File: config.mk
export PLATFORM = sky130hd
export DESIGN_NAME = ale_ctrl
export DESIGN_NICKNAME = d
export VERILOG_FILES = /design/src/design/ale_pkg.sv /design/src/design/ale_ctrl.sv
export SDC_FILE = /design/constraint.sdc
export NUM_CORES = 1
export LEC_CHECK = 0
export BUFFER_PORTS_ARGS = -buffer_cell sky130_fd_sc_hd__buf_4
export CAP_MARGIN = 5
export CORE_UTILIZATION = 43
export CTS_CLUSTER_DIAMETER = 100
export DETAILED_ROUTE_END_ITERATION = 7
export PLACE_DENSITY_LB_ADDON = 0.15
export SLEW_MARGIN = 20
export SYNTH_ARGS = -nofsm -noshare
export SYNTH_HDL_FRONTEND = slang
export SYNTH_SLANG_ARGS = --single-unit
File: constraint.sdc
create_clock -name clk -period 2.2 [get_ports clk]
set_clock_uncertainty 0.15 [all_clocks]
set_input_delay 0 -clock clk [delete_from_list [all_inputs] [get_ports clk]]
set_output_delay 0 -clock clk [all_outputs]
set_load 0.05 [all_outputs]
File: src/design/ale_pkg.sv
// shared types, command codes and datapath operation codes for the array list engine
// no dependencies
`default_nettype none

package ale_pkg;

    localparam int DEPTH_DEFAULT = 1024;
    localparam int CMD_W         = 3;
    localparam int WORD_W        = 32;
    localparam int POS_W         = 10;
    localparam int LEN_W         = 11;

    typedef logic [CMD_W-1:0] cmd_t;

    localparam cmd_t CMD_INSERT   = 3'd0;
    localparam cmd_t CMD_DELETE   = 3'd1;
    localparam cmd_t CMD_LOCATE   = 3'd2;
    localparam cmd_t CMD_RETRIEVE = 3'd3;
    localparam cmd_t CMD_DEDUPE   = 3'd4;

    typedef logic [4:0] op_t;

    localparam op_t OP_NONE     = 5'd0;
    localparam op_t OP_START    = 5'd1;
    localparam op_t OP_RD_INS   = 5'd2;
    localparam op_t OP_WR_INS   = 5'd3;
    localparam op_t OP_WR_POS   = 5'd4;
    localparam op_t OP_RD_DEL   = 5'd5;
    localparam op_t OP_WR_DEL   = 5'd6;
    localparam op_t OP_DEL_END  = 5'd7;
    localparam op_t OP_RD_I     = 5'd8;
    localparam op_t OP_LOC_STEP = 5'd9;
    localparam op_t OP_LOC_ABS  = 5'd10;
    localparam op_t OP_RD_POS   = 5'd11;
    localparam op_t OP_RET_END  = 5'd12;
    localparam op_t OP_WORD_LD  = 5'd13;
    localparam op_t OP_RD_J     = 5'd14;
    localparam op_t OP_J_INC    = 5'd15;
    localparam op_t OP_KEEP     = 5'd16;
    localparam op_t OP_SKIP     = 5'd17;
    localparam op_t OP_DDP_END  = 5'd18;
    localparam op_t OP_PUB      = 5'd19;

    typedef struct packed {
        cmd_t cmd;
        logic ins_ok;
        logic pos_lt_cnt;
        logic i_gt_pos;
        logic i_p1_lt_cnt;
        logic i_lt_cnt;
        logic j_lt_kept;
        logic match;
        logic dup;
        logic out_busy;
    } stat_t;

endpackage

`default_nettype wire

File: src/design/ale_ctrl.sv
// controller: sequences the shift, search and dedupe walks over the datapath
// depends on ale_pkg; drives ale_dp with one op code per cycle
`default_nettype none

module ale_ctrl
    import ale_pkg::*;
(
    input  wire   clk,
    input  wire   rst_n,
    input  wire   req_valid,
    output logic  req_ready,
    input  stat_t stat,
    output op_t   op
);

    localparam logic [3:0] ST_IDLE     = 4'd0;
    localparam logic [3:0] ST_DISP     = 4'd1;
    localparam logic [3:0] ST_INS_LOOP = 4'd2;
    localparam logic [3:0] ST_INS_WR   = 4'd3;
    localparam logic [3:0] ST_DEL_LOOP = 4'd4;
    localparam logic [3:0] ST_DEL_WR   = 4'd5;
    localparam logic [3:0] ST_LOC_RD   = 4'd6;
    localparam logic [3:0] ST_LOC_CMP  = 4'd7;
    localparam logic [3:0] ST_RET_RD   = 4'd8;
    localparam logic [3:0] ST_RET_END  = 4'd9;
    localparam logic [3:0] ST_DDP_RD   = 4'd10;
    localparam logic [3:0] ST_DDP_LD   = 4'd11;
    localparam logic [3:0] ST_DDP_J    = 4'd12;
    localparam logic [3:0] ST_DDP_JCMP = 4'd13;
    localparam logic [3:0] ST_FIN      = 4'd14;

    logic [3:0] state_reg;
    logic [3:0] state_next;

    assign req_ready = (state_reg == ST_IDLE);

    always_comb
    begin
        state_next = state_reg;
        op         = OP_NONE;
        unique case (state_reg)
            ST_IDLE:
            begin
                if (req_valid)
                begin
                    op         = OP_START;
                    state_next = ST_DISP;
                end
            end
            ST_DISP:
            begin
                case (stat.cmd)
                    CMD_INSERT:   state_next = stat.ins_ok ? ST_INS_LOOP : ST_FIN;
                    CMD_DELETE:   state_next = stat.pos_lt_cnt ? ST_DEL_LOOP : ST_FIN;
                    CMD_LOCATE:   state_next = ST_LOC_RD;
                    CMD_RETRIEVE: state_next = stat.pos_lt_cnt ? ST_RET_RD : ST_FIN;
                    CMD_DEDUPE:   state_next = ST_DDP_RD;
                    default:      state_next = ST_FIN;
                endcase
            end
            ST_INS_LOOP:
            begin
                if (stat.i_gt_pos)
                begin
                    op         = OP_RD_INS;
                    state_next = ST_INS_WR;
                end
                else
                begin
                    op         = OP_WR_POS;
                    state_next = ST_FIN;
                end
            end
            ST_INS_WR:
            begin
                op         = OP_WR_INS;
                state_next = ST_INS_LOOP;
            end
            ST_DEL_LOOP:
            begin
                if (stat.i_p1_lt_cnt)
                begin
                    op         = OP_RD_DEL;
                    state_next = ST_DEL_WR;
                end
                else
                begin
                    op         = OP_DEL_END;
                    state_next = ST_FIN;
                end
            end
            ST_DEL_WR:
            begin
                op         = OP_WR_DEL;
                state_next = ST_DEL_LOOP;
            end
            ST_LOC_RD:
            begin
                if (stat.i_lt_cnt)
                begin
                    op         = OP_RD_I;
                    state_next = ST_LOC_CMP;
                end
                else
                begin
                    op         = OP_LOC_ABS;
                    state_next = ST_FIN;
                end
            end
            ST_LOC_CMP:
            begin
                op         = OP_LOC_STEP;
                state_next = stat.match ? ST_FIN : ST_LOC_RD;
            end
            ST_RET_RD:
            begin
                op         = OP_RD_POS;
                state_next = ST_RET_END;
            end
            ST_RET_END:
            begin
                op         = OP_RET_END;
                state_next = ST_FIN;
            end
            ST_DDP_RD:
            begin
                if (stat.i_lt_cnt)
                begin
                    op         = OP_RD_I;
                    state_next = ST_DDP_LD;
                end
                else
                begin
                    op         = OP_DDP_END;
                    state_next = ST_FIN;
                end
            end
            ST_DDP_LD:
            begin
                op         = OP_WORD_LD;
                state_next = ST_DDP_J;
            end
            // search the kept prefix for the current word
            ST_DDP_J:
            begin
                if (stat.j_lt_kept)
                begin
                    op         = OP_RD_J;
                    state_next = ST_DDP_JCMP;
                end
                else
                begin
                    op         = OP_KEEP;
                    state_next = ST_DDP_RD;
                end
            end
            ST_DDP_JCMP:
            begin
                if (stat.dup)
                begin
                    op         = OP_SKIP;
                    state_next = ST_DDP_RD;
                end
                else
                begin
                    op         = OP_J_INC;
                    state_next = ST_DDP_J;
                end
            end
            ST_FIN:
            begin
                if (!stat.out_busy)
                begin
                    op         = OP_PUB;
                    state_next = ST_IDLE;
                end
            end
            default:
            begin
                state_next = ST_IDLE;
            end
        endcase
    end

    always_ff @(posedge clk or negedge rst_n)
    begin
        if (!rst_n)
        begin
            state_reg <= ST_IDLE;
        end
        else
        begin
            state_reg <= state_next;
        end
    end

endmodule

`default_nettype wire

* Word level (Yosys, flattened, before mapping)
Index checks and enable logic that the tools add are counted.
Cells by class: reductions and logical operators 3, eq/ne operators 20, mux-type cells 23
Operators with widths (number):
- 5-bit case mux with 14 select lines | 1
- 4-bit case mux with 15 select lines | 1
- 4-bit two-way mux | 8
- 4-bit equality test, second input constant | 7
- 5-bit two-way mux | 4
- 4-bit case mux with 5 select lines | 1
- 4-bit by 3-bit equality test with 1-bit output, second input constant | 4
- 3-bit two-way mux | 5
- 4-bit by 2-bit equality test with 1-bit output, second input constant | 2
- 3-bit by 2-bit equality test with 1-bit output, second input constant | 2
- 4-bit by 1-bit equality test with 1-bit output, second input constant | 1
- 4-bit zero test | 1
- 2-bit two-way mux | 2
- 2-bit inequality test, second input constant | 2
- 3-bit by 1-bit equality test with 1-bit output, second input constant | 1
- 3-bit equality test, second input constant | 1
- 3-bit zero test | 1
- 2-bit AND reduction | 1
- 1-bit two-way mux | 1
Word-level totals: register bits 4, output and inout port bits 6, word-level logic and storage cells 47, input port bits 15

* Longest topological paths before layout
Gate-level depths: netlist of the first run.
word-level depth 3, mapped depth 6, gate-level depth less buffers 4

* Worst setup path after synthesis of the first run
OpenSTA, ideal clock, no wires.
path kind reg2out, start point register state_reg[1], end point output req_ready, required time 2.050 ns, slack -0.242 ns, cell stages (with the launch flop) 4, arrival time 2.292 ns, buffers on the path 2, cells stage by stage dfrtp_1 > buf_2 > buf_2 > nor4_1
Between the ends: word-level cells in the longest chain between the ends 1
RTL lines:
- from (decl) | RTL line ale_ctrl.sv:32 | logic [3:0] state_reg;
- from (signal assigned) | RTL line ale_ctrl.sv:193 | state_reg <= state_next;
- 4-bit zero test | RTL line ale_ctrl.sv:35 | assign req_ready = (state_reg == ST_IDLE);
- to (decl) | RTL line ale_ctrl.sv:11 | output logic req_ready,
No other way between the ends.

* Final worst setup path of the first run
start point register state_reg[0], end point output op[1]
Between the ends: word-level cells in the longest chain between the ends 2, elaborated cells on any way between the ends 15, those cells by class 13 x eq/ne; 1 x mux; 1 x reduce/logical
RTL lines:
- 4-bit equality test (tied with other cells) | RTL line ale_ctrl.sv:41 | unique case (state_reg)
- 5-bit case mux with 14 select lines (*) | RTL line ale_ctrl.sv:41
- to (decl) | RTL line ale_ctrl.sv:13 | output op_t op
Every way passes the cells marked *; elsewhere a longest branch is shown, timed or not.

==> metrics.md, run 1 <==
| Metric | Value |
|---|---|
| Outcome | completed |
| Final period util | 92.4% |
| Number of flip-flops in the largest register | 4 |
| RSZ-0062 raised after global routing | no |
| Fin crit period | 2.03 ns |
| Least-Margin Pin Slew | 0.625 ns |
| Reg area | 101 um^2 |
| Crit-path max cell delay | 0.73 ns |
| Worst hold path type | input port to register |
| Worst r2r src | state_reg[0]$_DFFE_PN0P_ |
| CP max stage cell | dfrtp_1 |
| Worst hold stages | 4 |
| Worst skew pair latency | 0.23 ns |
| ANT nets after route | 0 |
| Drt first pass iters | 4 |
| Commonest non-fill, non-tap cell in the layout | buf_4 |
| N_diodes | 0 |
| Synthesis Warnings | 0 |
| Hold Crit Endpoint | state_reg[1]$_DFFE_PN0P_ |
| Num CTS Buffers | 3 |
| Worst path required time | 2.05 ns |
| Register area share after synthesis | 17.1% |
| Post-synth EDFFs | 0 |
| Mapped Cells | 85 |
| DR WL/cell | 13.8 um |
| DR vias/cell | 6.09 |
| DRC Markers | 0 |
| Dominant synthesized flop cell | dfrtp_1 |
| Kind of critical path | register to output port |
| Row cnt | 12 |
| Setup TNS | 0 ns |
| # setup viols final | 0 |
| Largest net degree at the start of global routing | 22 |
| Synth Cell Area | 584 um^2 |
| Port bufs | 20 |
| Leak pwr | 0.373 nW |
| H-tree depth | 1 |
| Critical Path AT | 1.88 ns |
| Avg Inst Size Synth | 6.87 um^2 |
| CTS tree | done |
| Sw Share | 58.2% |
| Final Hold Fails | 0 |
| DRT iter0 DRCs | 30 |
| Crit path capture type | output port |
| Root Buffer | clkbuf_4 |
| Area of the multi-input gates | 442 um^2 |
| Layout cells sized above 1 | 26.4% |
| Critical path fanouts, max | 21 |
| Grt ovf | 0 |
| CP startpoint kind | register |
| Final WL | 1.71 mm |
| P per Cell Area | 1710 nW/um^2 |
| Filler cell count | 111 |
| Gpl congestion | 0.863 |
| Die Height | 38.9 um |
| Max Freq | 492 MHz |
| Vias in the first global route | 647 |
| Post-synthesis cell type count | 38 |
| Psw | 0.828 mW |
| Crit-path leading delay family | flip-flops |
| DP Wirelength | 1.22 mm |
| Worst-path cell chain | nand2b_1, o22ai_1, nand3_1, o2111ai_1, buf_4 |
| Area growth from synthesis to final layout | 42.6% |
| Register-to-register setup slack | 0.23 ns |
| Die Width | 38.9 um |
| Top post-synthesis cells by area | dfrtp_1 (17%), nor2_1 (5.8%), nand2b_1 (5.4%), buf_2 (5.1%), nand2_1 (5.1%) |
| Clk pwr share | 6.3% |
| Antenna violations before repair | 0 |
| Ports | 21 |
| Sink Count | 4 |
| Buffers and inverters on the worst path | 1 |
| Sequential Power Share | 16.7% |
| Clock Tree Buf Depth | 2 |
| First-pass GRT wire length | 2.80 mm |
| Core footprint | 1190 um^2 |
| Final max-slew violation count | 0 |
| Slew margin rel. | 58.3% |
| Combinational share of power | 77.0% |
| MaxCap Viol Count | 0 |
| Initial Util | 49.3% |
| Synth Register Bits | 4 |
| Commonest cells after routing, fill and taps aside | buf_4 (22), nor2_1 (9), nand2_1 (8) |
| Worst R2R End | state_reg[3]$_DFFE_PN0P_ |
| Post-CTS setup buffers | 0 |
| Hold Crit Start | stat[7] |
| Total Power Consumption | 1.42 mW |
| CTS clk-pin slew, worst paths | 0.04 ns |
| Peak VDD IR | 0.000798 V |
| Cells on worst reg2reg path | 5 |
| Leading area contributor after synthesis | dfrtp_1 |
| Via Count | 755 |
| Gr usage total | 26.5% |
| Post-Syn Nets | 100 |
| Int Power | 0.595 mW |
| Final #Nets | 127 |
| Die area | 1510 um^2 |
| Synth top area share | 17.1% |
| Share of flip-flops with an asynchronous set or reset | 100% |
==> worst max-delay path by stage <==
stage	startpoint	endpoint	depth (start not counted)	slack [ns]
floorplan	state_reg[2]$_DFFE_PN0P_	op[1]	5	0.29
CTS	state_reg[3]$_DFFE_PN0P_	op[0]	5	0.12
detailed placement	state_reg[3]$_DFFE_PN0P_	op[0]	5	0.37
finish	state_reg[0]$_DFFE_PN0P_	op[1]	5	0.17
global route	state_reg[0]$_DFFE_PN0P_	op[1]	5	0.03
global placement	state_reg[0]$_DFFE_PN0P_	op[1]	5	0.45
==> timing repair <==
| item | 4_1_cts | 5_1_grt |
|---|---|---|
| setup endpoints to repair | 0 | 1 |
| hold buffers | 7 | 0 |
| hold endpoints to repair | 7 | 0 |
| gates resized for setup | 0 | 1 |
==> final cells by class <==
cell class                 count  share of cell area, %
clock buffer                   3                   2.70
inverter                       4                   1.80
multi-input combinational     70                   53.0
sequential                     4                   12.2
tap                           14                   2.10
timing repair buffer          29                   28.2
==> synth_stat cells (all sizes together), types with 3 or more instances <==
library cell,count
a21oi,3
dfrtp,4
nor3,3
inv,4
o22ai,4
nand2b,5
o21ai,3
nand3,4
buf,6
nand2,8
nor2,9
==> stage by stage <==
step                cell area (um^2)  hold WS, ns  std cells  util [%]  worst slack (ns)
floorplan                        591       -0.446         85         -             0.286
global placement                 739       -0.353        114      62.3             0.454
finish                           833       0.0329        124      70.3             0.168
detailed placement               739       -0.350        114      62.3             0.372
CTS                              832       0.0233        124      70.1             0.121
global route                     833       0.0452        124      70.3            0.0304
==> power by group through the flow <==
stage                     Sequential [mW]  Clock (mW)  Combinational, mW
final                               0.238      0.0896               1.10
after global routing                0.251      0.0976               1.18
after CTS                           0.230      0.0939               1.09
after detailed placement            0.231           0               1.07
after global placement              0.231           0               1.06
after floorplan                     0.145           0              0.902
==> worst register-to-register path: stages (launching register included) <==
cell	delay (ns)
dfrtp_1	0.73
nand3_1	0.14
o31ai_1	0.11
dlygate4sd3_1	0.60
nand3_1	0.08
o2111ai_1	0.08
==> cell families after synthesis <==
family	share of synthesized area, %
xor gates and xnor gates	1.50
buffers and inverters	8.35
AOI/OAI and AO/OA	38.1
and+or+nand+nor	33.2
DFF	17.1
muxes	1.71
==> per-layer routing <==
metal,wire [um],GRT usage (%),vias to the layer above
met5,0,0,-
met4,10,9.48,0
met2,830,41.7,42
met3,120,2.31,2
met1,744,37.1,335
li1,-,-,376
No activity file was read; power rests on OpenSTA's default activity.
==> inputs of run 2 (changes only) <==
--- a/config.mk
+++ b/config.mk
@@ -10,6 +10,7 @@
 export CORE_UTILIZATION = 43
 export CTS_CLUSTER_DIAMETER = 100
 export DETAILED_ROUTE_END_ITERATION = 7
+export MAX_ROUTING_LAYER = met4
 export PLACE_DENSITY_LB_ADDON = 0.15
 export SLEW_MARGIN = 20
 export SYNTH_ARGS = -nofsm -noshare
==> metrics.md, run 2 (synthesized netlist as in run 1, its figures left out) <==
| Metric | Value |
|---|---|
| Outcome | completed |
| Gr usage total | 27.0% (+0.53 points) |
| Root Buffer | clkbuf_4 |
| Antenna violations before repair | 0 (unchanged) |
| Filler cell count | 111 (unchanged) |
| Setup TNS | 0 ns (unchanged) |
| Clock Tree Buf Depth | 2 (unchanged) |
| Final #Nets | 127 (unchanged) |
| Port bufs | 20 (unchanged) |
| Row cnt | 12 (unchanged) |
| Core footprint | 1190 um^2 (unchanged) |
| Worst hold path type | input port to register |
| Die Width | 38.9 um (unchanged) |
| Via Count | 761 (+0.79%) |
| Final Hold Fails | 0 (unchanged) |
| Least-Margin Pin Slew | 0.596 ns (-0.0289 ns) |
| Worst path required time | 2.05 ns (about the same) |
| Grt ovf | 0 (unchanged) |
| Die Height | 38.9 um (unchanged) |
| Metal-1 WL | 746 um (+0.27%) |
| Post-route core utilization | 70.3% (unchanged) |
| Peak VDD IR | 0.000802 V (+0.44%) |
| Crit-path leading delay family | flip-flops |
| N_diodes | 0 (unchanged) |
| Crit-path max cell delay | 0.71 ns (-0.02 ns) |
| Crit path capture type | output port |
| DR vias/cell | 6.14 (+0.79%) |
| Final period util | 90.6% (-1.7 points) |
| Final WL | 1.74 mm (+1.7%) |
| Commonest non-fill, non-tap cell in the layout | buf_4 |
| CTS tree | done |
| Area growth from synthesis to final layout | 42.6% (unchanged) |
| DP Wirelength | 1.22 mm (unchanged) |
| MaxCap Viol Count | 0 (unchanged) |
| Initial Util | 49.3% (unchanged) |
| Fin crit period | 1.99 ns (-0.0377 ns) |
| RSZ-0062 raised after global routing | no |
| Gpl congestion | 0.877 (+1.6%) |
| DRT iter0 DRCs | 38 (+27%) |
| Critical Path AT | 1.84 ns (-0.04 ns) |
| Buffers and inverters on the worst path | 1 (unchanged) |
| Drt first pass iters | 4 (unchanged) |
| Largest net degree at the start of global routing | 22 (unchanged) |
| Kind of critical path | register to output port |
| First-pass GRT wire length | 2.78 mm (-0.75%) |
| Worst-path cell chain | nand2b_1, o22ai_1, nand3_1, o2111ai_1, buf_4 |
| Total length of routed met2 wires | 859 um (+3.5%) |
| Final max-slew violation count | 0 (unchanged) |
| CP startpoint kind | register |
| DRC Markers | 0 (unchanged) |
| Critical path fanouts, max | 21 (unchanged) |
| DR top layer | met4 |
| Num CTS Buffers | 3 (unchanged) |
| Leak pwr | 0.373 nW (unchanged) |
| Commonest cells after routing, fill and taps aside | buf_4 (22), nor2_1 (9), nand2_1 (8) |
| Sink Count | 4 (unchanged) |
| CP max stage cell | dfrtp_1 |
| Number of flip-flops in the largest register | 4 (unchanged) |
| Die area | 1510 um^2 (unchanged) |
| CTS clk-pin slew, worst paths | 0.04 ns (about the same) |
| Met3 wire len | 119 um (-0.83%) |
| Ports | 21 (unchanged) |
| Vias in the first global route | 654 (+1.1%) |
| DR WL/cell | 14.0 um (+1.7%) |
| H-tree depth | 1 (unchanged) |
| P per Cell Area | 1710 nW/um^2 (+0.40%) |
| Layout cells sized above 1 | 26.4% (unchanged) |
| Slew margin rel. | 60.3% (+1.9 points) |
| Max Freq | 501 MHz (+1.9%) |
| Worst skew pair latency | 0.23 ns (about the same) |
| # setup viols final | 0 (unchanged) |
| ANT nets after route | 0 (unchanged) |
## run 2: power by group
part	internal [mW]	switching (mW)
sequential	0.114	0.122
clock	0.0609	0.0288
combinational	0.420	0.683
## run 2: final cells by class
type	instances	area [um^2]	area share, %
clock buffer	3	22.5	2.70
inverter	4	15.0	1.80
multi-input combinational	70	442	53.0
sequential	4	101	12.2
tap	14	17.5	2.10
timing repair buffer	29	235	28.2
## run 2: timing repair
action / 4_1_cts / 5_1_grt
endpoints found under the hold margin: 7 / 0
endpoints found under the setup margin: 0 / 1
hold buffers: 7 / 0
buffers inserted: 0 / 0
gates resized for setup: 0 / 1
## run 2: worst paths after layout
path | cells after the start | startpoint | slack (ns) | endpoint
max in group asynchronous | 3 | rst_n | 1.15 | state_reg[3]$_DFFE_PN0P_
hold / removal | 4 | stat[5] | 0.04 | state_reg[3]$_DFFE_PN0P_
setup reg to reg | 4 | state_reg[0]$_DFFE_PN0P_ | 0.23 | state_reg[3]$_DFFE_PN0P_
setup / recovery | 5 | state_reg[0]$_DFFE_PN0P_ | 0.21 | op[1]
min in group asynchronous | 3 | rst_n | 0.55 | state_reg[2]$_DFFE_PN0P_
hold reg to reg | 1 | state_reg[1]$_DFFE_PN0P_ | 0.50 | state_reg[2]$_DFFE_PN0P_
## run 2: tightest hold or removal path: cells and delay by family
| family | cells | cell delay (ns) |
|---|---|---|
| buffers and inverters | 1 | 0.09 |
| AO/OA/AOI/OAI | 1 | 0.12 |
| AND/OR/NAND/NOR | 1 | 0.10 |
| multiplexers | 1 | 0.06 |
## run 2: per-layer routing
metal,GRT usage [%],vias to the layer above
met5,-,-
met4,9.48,0
met3,2.31,2
met2,41.7,41
met1,36.7,342
li1,-,376
## run 2: stage by stage
stage	instance area, um^2	worst slack [ns]	instances	hold WS [ns]	power [mW]
after CTS	832	0.121	124	0.0233	1.42
after floorplan	591	0.286	85	-0.446	1.05
after global routing	833	0.0439	124	0.0452	1.52
final	833	0.206	124	0.0350	1.43
after global placement	739	0.454	114	-0.353	1.29
after detailed placement	739	0.372	114	-0.350	1.30
